$ cat src/hw/rtl/assert_macros.svh
// Assertion macros shared by the trace recorder RTL.
// No dependencies; included by the modules that carry assertions.
`ifndef ASSERT_MACROS_SVH
`define ASSERT_MACROS_SVH
`ifndef ASSERT_OFF
// Clocked property check, disabled while reset is asserted.
`define ASSERT_AT(lbl, clk, rstn, prop, msg) \
	lbl: assert property (@(posedge clk) disable iff (!rstn) prop) else $error(msg);
// Condition that must never hold at a clock edge.
`define ASSERT_NEVER(lbl, clk, rstn, cond, msg) \
	`ASSERT_AT(lbl, clk, rstn, !(cond), msg)
`else
`define ASSERT_AT(lbl, clk, rstn, prop, msg)
`define ASSERT_NEVER(lbl, clk, rstn, cond, msg)
`endif
`endif

$ cat src/hw/rtl/trec_pkg.sv
// Shared types and constants of the trace event recorder.
// No dependencies; used by trec_intern and trace_event_recorder.
package trec_pkg;

	localparam int KEY_W     = 32;
	localparam int TS_W      = 32;
	localparam int PAYLOAD_W = 64;
	localparam int CFG_W     = 13;
	localparam int RADDR_W   = 12;
	localparam int BYTE_W    = 8;
	localparam int SCOPE_W   = 16;
	localparam int TOTAL_W   = 10;
	localparam int CNT_W     = 4;

	// Header is timestamp (4), scope id (2), type (1).
	localparam int HDR_BYTES     = 7;
	localparam int COUNTER_BYTES = 8;
	localparam int REC_BITS      = TS_W + SCOPE_W + BYTE_W + PAYLOAD_W;

	localparam logic [2:0] OP_ENTER      = 3'd0;
	localparam logic [2:0] OP_EXIT       = 3'd1;
	localparam logic [2:0] OP_COUNTER    = 3'd2;
	localparam logic [2:0] OP_FLOW_START = 3'd3;
	localparam logic [2:0] OP_FLOW_STEP  = 3'd4;
	localparam logic [2:0] OP_FLOW_END   = 3'd5;
	localparam logic [2:0] OP_CLEAR      = 3'd6;
	localparam logic [2:0] OP_READ       = 3'd7;

	// Word index of the buffer_size register on the APB port.
	localparam logic REG_BUFFER_SIZE = 1'b0;

	typedef enum logic [2:0] {
		ST_IDLE,
		ST_INTERN,
		ST_CHECK,
		ST_WRITE,
		ST_READ,
		ST_RESULT
	} rec_state_t;

	typedef enum logic {
		IS_IDLE,
		IS_SCAN
	} intern_state_t;

	typedef struct packed {
		logic             start;
		logic             has_cat;
		logic [KEY_W-1:0] cat_key;
		logic [KEY_W-1:0] name_key;
	} intern_req_t;

endpackage

$ cat src/hw/rtl/trec_intern.sv
// Name table and sequential lookup for the trace event recorder.
// Depends on trec_pkg and assert_macros.svh.
`include "assert_macros.svh"

module trec_intern
	import trec_pkg::*;
#(
	parameter int NAME_SLOTS = 32
) (
	input  logic                  clk,
	input  logic                  arst_n,
	input  intern_req_t           req,
	output logic                  done,
	output logic [((NAME_SLOTS > 1) ? $clog2(NAME_SLOTS) : 1)-1:0] id
);

	localparam int IW    = (NAME_SLOTS > 1) ? $clog2(NAME_SLOTS) : 1;
	localparam int UW    = $clog2(NAME_SLOTS + 1);
	localparam int ENT_W = 1 + 2 * KEY_W;

	intern_state_t state_q, state_d;
	logic [UW-1:0] used_q, used_d;
	logic [UW-1:0] idx_q, idx_d;
	logic [UW-1:0] cmp_idx_s1, cmp_idx_d;
	logic          cmp_v_s1, cmp_v_d;
	logic [IW-1:0] id_q, id_d;
	logic          done_q, done_d;
	logic          rd_en, wr_en;
	logic [ENT_W-1:0] want;
	logic [ENT_W-1:0] ent_q;
	logic [ENT_W-1:0] tab_mem [NAME_SLOTS];

	// Entry layout: presence bit, category key (zero when absent), name key.
	assign want = {req.has_cat, (req.has_cat ? req.cat_key : {KEY_W{1'b0}}), req.name_key};

	always_comb begin
		state_d   = state_q;
		used_d    = used_q;
		idx_d     = idx_q;
		cmp_idx_d = idx_q;
		cmp_v_d   = 1'b0;
		id_d      = id_q;
		done_d    = 1'b0;
		rd_en     = 1'b0;
		wr_en     = 1'b0;
		unique case (state_q)
			IS_IDLE: begin
				if (req.start) begin
					if (used_q == '0) begin
						wr_en   = 1'b1;
						id_d    = '0;
						used_d  = UW'(1);
						done_d  = 1'b1;
					end else begin
						state_d = IS_SCAN;
						idx_d   = '0;
					end
				end
			end
			IS_SCAN: begin
				// Read one entry per cycle and compare the entry registered by the previous read.
				rd_en     = (idx_q < used_q);
				cmp_v_d   = rd_en;
				cmp_idx_d = idx_q;
				idx_d     = UW'(idx_q + 1'b1);
				if (cmp_v_s1 && (ent_q == want)) begin
					id_d    = IW'(cmp_idx_s1);
					done_d  = 1'b1;
					state_d = IS_IDLE;
				end else if (cmp_v_s1 && (cmp_idx_s1 == UW'(used_q - 1'b1))) begin
					done_d  = 1'b1;
					state_d = IS_IDLE;
					if (used_q < UW'(NAME_SLOTS)) begin
						wr_en  = 1'b1;
						id_d   = IW'(used_q);
						used_d = UW'(used_q + 1'b1);
					end else begin
						id_d = IW'(NAME_SLOTS - 1);
					end
				end
			end
			default: state_d = IS_IDLE;
		endcase
	end

	always_ff @(posedge clk or negedge arst_n) begin
		if (!arst_n) begin
			state_q  <= IS_IDLE;
			used_q   <= '0;
			cmp_v_s1 <= 1'b0;
			done_q   <= 1'b0;
		end else begin
			state_q  <= state_d;
			used_q   <= used_d;
			cmp_v_s1 <= cmp_v_d;
			done_q   <= done_d;
		end
	end

	always_ff @(posedge clk) begin
		idx_q      <= idx_d;
		cmp_idx_s1 <= cmp_idx_d;
		id_q       <= id_d;
	end

	always_ff @(posedge clk) begin
		if (wr_en) begin
			tab_mem[IW'(used_q)] <= want;
		end
		if (rd_en) begin
			ent_q <= tab_mem[IW'(idx_q)];
		end
	end

	assign done = done_q;
	assign id   = id_q;

	`ASSERT_AT(a_used_bound, clk, arst_n, used_q <= UW'(NAME_SLOTS), "name table overfilled")
	`ASSERT_AT(a_done_pulse, clk, arst_n, done_q |=> !done_q, "lookup done held too long")
	`ASSERT_AT(a_append_one, clk, arst_n, wr_en |=> (used_q == UW'($past(used_q) + 1'b1)), "append did not grow table by one")

endmodule

$ cat config.mk
export PLATFORM = sky130hd
export DESIGN_NAME = trec_intern
export DESIGN_NICKNAME = d
export VERILOG_FILES = /design/src/hw/rtl/trec_pkg.sv /design/src/hw/rtl/trec_intern.sv
export VERILOG_INCLUDE_DIRS = /design/src /design/src/hw/rtl
export SDC_FILE = /design/constraint.sdc
export NUM_CORES = 2
export LEC_CHECK = 0
export CAP_MARGIN = 20
export CELL_PAD_IN_SITES_DETAIL_PLACEMENT = 1
export CELL_PAD_IN_SITES_GLOBAL_PLACEMENT = 1
export CORE_MARGIN = 4
export CORE_UTILIZATION = 62
export DETAILED_ROUTE_END_ITERATION = 7
export DONT_BUFFER_PORTS = 1
export PLACE_DENSITY = 0.86
export SKIP_LAST_GASP = 1
export SLEW_MARGIN = 20
export SYNTH_ARGS = -nofsm -noshare
export SYNTH_HDL_FRONTEND = slang
export SYNTH_SLANG_ARGS = --single-unit
export TNS_END_PERCENT = 30
$ cat constraint.sdc
create_clock -name clk -period 20.1 [get_ports clk]
set_input_delay 4.02 -clock clk [delete_from_list [all_inputs] [get_ports clk]]
set_output_delay 4.02 -clock clk [all_outputs]
set_load 0.03 [all_outputs]
Yosys cells after proc, flatten, opt, wreduce, memory -nomap -nowiden
Memory sizes are Yosys's and may differ from the RTL's. A register that Yosys moved wholly into a read port is not among the register bits. Cells that the tools add are included.

$add $sub $neg: 3. Order comparisons: 2. Equality and inequality tests: 9. Multiplexer cells: 33. Bitwise logic cells: 1. Reduce and logical (&&, ||, !) cells: 6.

Operators by type and width (count): equality test 65 bit (1); two-way mux 6 bit (7); two-way mux 32 bit (1); two-way mux 5 bit (5); one-hot mux 6 bit (2 select lines) (2); two-way mux 1 bit (14); adder 6 x 1 -> 6 bit, second input constant (2); one-hot mux 5 bit (2 select lines) (1); != test 2 bit, second input constant (4); equality test 6 bit (1); logical NOT 6 bit (1); < comparator 6 bit (1); < comparator 6 bit, second input constant (1); one-hot mux 1 bit (2 select lines) (3); subtractor 6 x 1 -> 6 bit, second input constant (1); AND reduction 5 bit (1); != test 2 x 1 -> 1 bit, second input constant (2); != test 3 x 1 -> 1 bit, second input constant (1); AND reduction 3 bit (1); logical AND 1 bit (2); AND reduction 2 bit (1); NOT 1 bit (1).

Register bits: 26. RAM bits: 2080. Word-level logic and storage cells: 62. Memories kept: 1.

Memory list: tab_mem (words 32, bits a word 65, read ports 1, clocked after Yosys merged registers in 1, wr ports 1, RTL line trec_intern.sv:31) `logic [ENT_W-1:0] tab_mem [NAME_SLOTS];`.

Depth between registers and ports, before layout
Depth after elaboration: 8. Depth in mapped cells: 10. Depth with buffers taken out: 9.

Least setup slack after synthesis
OpenSTA, ideal clock, no wires.

Kind: input -> register. Start point: input req[64] (netlist name). End point: memory tab_mem[10][0] (netlist name) (enable). Data arrival time: 10106 ps. Data required time: 19518 ps. Slack: 9413 ps. Cell stages on the path: 10. Buffers on the path: 3. Cell sequence: buf_4 -> buf_4 -> and2_1 -> nand3_1 -> a22oi_1 -> nand4_1 -> nand4b_4 -> a21boi_4 -> buf_6 -> nor3b_1.

Word-level cells in the longest chain between the ends: 7.

Ends and longest elaborated chain: start: declaration (RTL line trec_intern.sv:12) `input intern_req_t req,`; two-way mux 32 bit (RTL line trec_intern.sv:34) `assign want = {req.has_cat, (req.has_cat ? req.cat_key : {KEY_W{1'b0}}), req.name_key};`; via want[42] (RTL line trec_intern.sv:29) `logic [ENT_W-1:0] want;`; equality test 65 bit (RTL line trec_intern.sv:66) `if (cmp_v_s1 && (ent_q == want)) begin`; logical AND 1 bit (RTL line trec_intern.sv:66); two-way mux 1 bit (RTL line trec_intern.sv:66); one-hot mux 1 bit (2 select lines) (RTL line trec_intern.sv:46) `unique case (state_q)`; two-way mux 1 bit (RTL line trec_intern.sv:107) `if (wr_en) begin`; two-way mux 1 bit (not written as such) (RTL line trec_intern.sv:108) `tab_mem[IW'(used_q)] <= want;`; end: declaration (RTL line trec_intern.sv:31).

The timed path passes the listed nets, and every way through them passes these cells.

Worst setup path in the final report
Start point: input req[64] (netlist name). End point: memory tab_mem[18][15] (netlist name) (enable).

Word-level cells in the longest chain between the ends: 7.

Ends and longest elaborated chain (RTL line): two-way mux 32 bit (trec_intern.sv:34); equality test 65 bit (*) (trec_intern.sv:66); logical AND 1 bit (*) (trec_intern.sv:66); two-way mux 1 bit (*) (trec_intern.sv:66); one-hot mux 1 bit (2 select lines) (*) (trec_intern.sv:46); two-way mux 1 bit (*) (trec_intern.sv:107); two-way mux 1 bit (not written as such) (*) (trec_intern.sv:108).

Every way passes the cells marked *; elsewhere a longest branch is shown, timed or not.

==> results.txt <==
Status: completed
CTS tree: built
CTS max path bufs: 3
Max Fclk: 0.117 GHz
Dominant synthesized flop cell: edfxtp_1
Slew @ Worst Pin: 1.26 ns
IO Pins: 74
Mean routed wirelength per cell: 47.9 um
PostCTS Resize Cnt: 0
Hold path startpoint: cmp_idx_d[5]$_SDFFCE_PN0P_
Share of the yosys chip area belonging to registers: 0.780
Final critical-path share of the clock period: 0.426
EDFF count, synth: 2156
Crit Path Category: input port to flop
Initial antenna violation count: 20
Post-synthesis cell count: 3378
Seq cells post-synth: 2171
Synth area leader: edfxtp_1
Unrepaired setup endpoints after global routing: false
P_leak: 28.7 nW
Req. time, crit path: 20.59 ns
Final Skew: 0.0472 ns
Min cycle time layout: 8.55 ns
Die Footprint: 0.140 mm^2
Final worst slack: 11.55 ns
Core Box Area: 0.134 mm^2
CTS buffer count: 203
Wirelength, routed: 262 mm
Hold Vio Cnt, Final: 0
CTS Hold Bufs: 0
Dominant cells by area after synthesis: edfxtp_1, mux4_2, mux2_2
Power Density: 139 mW/mm^2
Max Slew Vio Count: 0
Global placement routability congestion: 0.810
Root buf cell: clkbuf_16
Worst Path Arrival: 9.04 ns
Starting Density: 0.624
Worst setup EP type: flop
# setup viols final: 0
Average size of a mapped cell: 24.7 um^2
First-pass GRT wire length: 353 mm
Via count: 42704
Reg2reg start: ent_q[20]$_DFFE_PP_
Cell variety after synth: 62
Synth top area share: 0.776
Commonest cells in the netlist: edfxtp_1, mux4_2, clkbuf_1
Layout cells sized above 1: 0.317
Via/cell ratio: 7.81
Slew headroom: 0.161
I/O Buffers: 0
Fill cells: 9640
GRT Overall Usage: 0.368
Postcts setup bufs: 0
H-tree levels: 4
Most frequent cell after synthesis: edfxtp_1
Worst IR Drop VDD: 0.114 mV
Post-Syn Area: 0.0834 mm^2
Async S/R FF share, synth: 0.00415
Crit-path max FO: 88
Total gr overflow: 0
Path type of the worst min-delay path: flop to flop
Worst-path clk slew: 0.06 ns
Worst-Skew Late Latency: 0.88 ns
DR pass1 iterations: 6
Mapped Nets: 3457
Synthesis-to-finish area growth: 11.3%
Max Cap Violations: 0
Largest net degree at the start of global routing: 155
Height of the die: 375 um
Die X: 375 um
Setup TNS: 0 ns
Iteration-0 DRC Markers: 8351
Syn. warnings: 0
Vias in the first global route: 43181
Worst setup startpoint: req[64]
Antenna-violating nets left: 0
Core Rows: 134
Clock Sinks: 2171
Hpwl dp: 121 mm
Pre-CTS setup slack: 10.91 ns
CP startpoint kind: input port
# DRC: 0
# nets final: 3586
power breakdown:
group | total, W | switching, W | leakage, nW | internal (W)
combinational | 0.00350 | 0.00189 | 5.73 | 0.00160
clock | 0.00406 | 0.00183 | 3.28 | 0.00223
sequential | 0.00532 | 0.000143 | 19.7 | 0.00518
state kept, by name, summed over array words and instances, names as in the netlist:
register	cells
cmp_idx_s1	6
cmp_idx_d	6
id	5
cmp_v_s1	1
state_q	1
used_q	6
done	1
ent_q	65
tab_mem	2080
final timing paths:
check	to	slack [ns]	cells past startpoint
hold / removal	cmp_idx_s1[5]$_DFF_P_	0.49	0
min in group asynchronous	used_q[2]$_DFFE_PN0P_	2.83	0
hold reg to reg	cmp_idx_s1[5]$_DFF_P_	0.49	0
max in group asynchronous	used_q[1]$_DFFE_PN0P_	17.17	0
setup / recovery	tab_mem[18][15]$_DFFE_PP_	11.55	10
setup reg to reg	tab_mem[18][15]$_DFFE_PP_	14.45	10
through the flow:
step                      total power (W)   util  instance area, um^2  cells  hold slack, ns
after floorplan                   0.00765      -                83400   3378           0.369
after global placement            0.00851  0.642                85800   5061           0.435
after detailed placement          0.00865  0.642                85800   5063           0.449
after CTS                          0.0128  0.693                92500   5443           0.480
after global routing               0.0132  0.694                92800   5456           0.505
final                              0.0129  0.695                92800   5467           0.491
cell type report:
| class | instances | area, um^2 | area share |
|---|---|---|---|
| Antenna cell | 17 | 42.5 | 0.000458 |
| Clock buffer | 246 | 5280 | 0.0569 |
| Sequential cell | 2171 | 65100 | 0.701 |
| Clock inverter | 134 | 1450 | 0.0156 |
| Tap cell | 1768 | 2210 | 0.0238 |
| Multi-Input combinational cell | 1015 | 17700 | 0.191 |
| Inverter | 23 | 86.3 | 0.000930 |
| Timing Repair Buffer | 93 | 921 | 0.00992 |
metal layers:
metal | part of all wire | vias to the layer above | global-route usage
li1 | - | 14884 | -
met1 | 0.32 | 22180 | 0.480
met2 | 0.49 | 4690 | 0.589
met3 | 0.13 | 940 | 0.0910
met4 | 0.065 | 10 | 0.192
met5 | 0.00027 | - | 0
logic make-up (layout without fill, tap and decap cells):
family | count (synthesis) | count (layout) | share of synthesized area
AO/OA/AOI/OAI | 64 | 64 | 0.00606
XOR/XNOR | 54 | 54 | 0.00567
adder cells (fa/ha/maj) | 11 | 11 | 0.00165
buffers and inverters | 192 | 496 | 0.00992
flip-flops | 2171 | 2171 | 0.780
multiplexers | 716 | 716 | 0.184
other | 0 | 17 | 0
AND/OR/NAND/NOR | 170 | 170 | 0.0119
critical path, cell delays in order:
cell	delay, ns
nand2_1	0.16
a2111oi_0	1.06
nand4_1	0.39
nor4_2	0.62
nand4b_4	0.45
a21boi_4	0.28
buf_4	0.66
nor3b_2	0.30
buf_4	0.38
buf_4	0.48
cells in the final DEF (no fill, tap or decap), drive strengths merged, types with 9 or more instances in the layout:
cell type,n
inv,33
nand2,18
mux2,65
nand4b,9
o21ai,13
xnor2,31
clkbuf,246
dfrtp,9
ha,11
mux4,650
bufinv,27
nor3b,20
clkinv,90
diode,17
xor2,23
nand3,21
edfxtp,2156
nor2,38
and2,29
buf,93
Note: power is estimated with default switching activity, not from simulation.
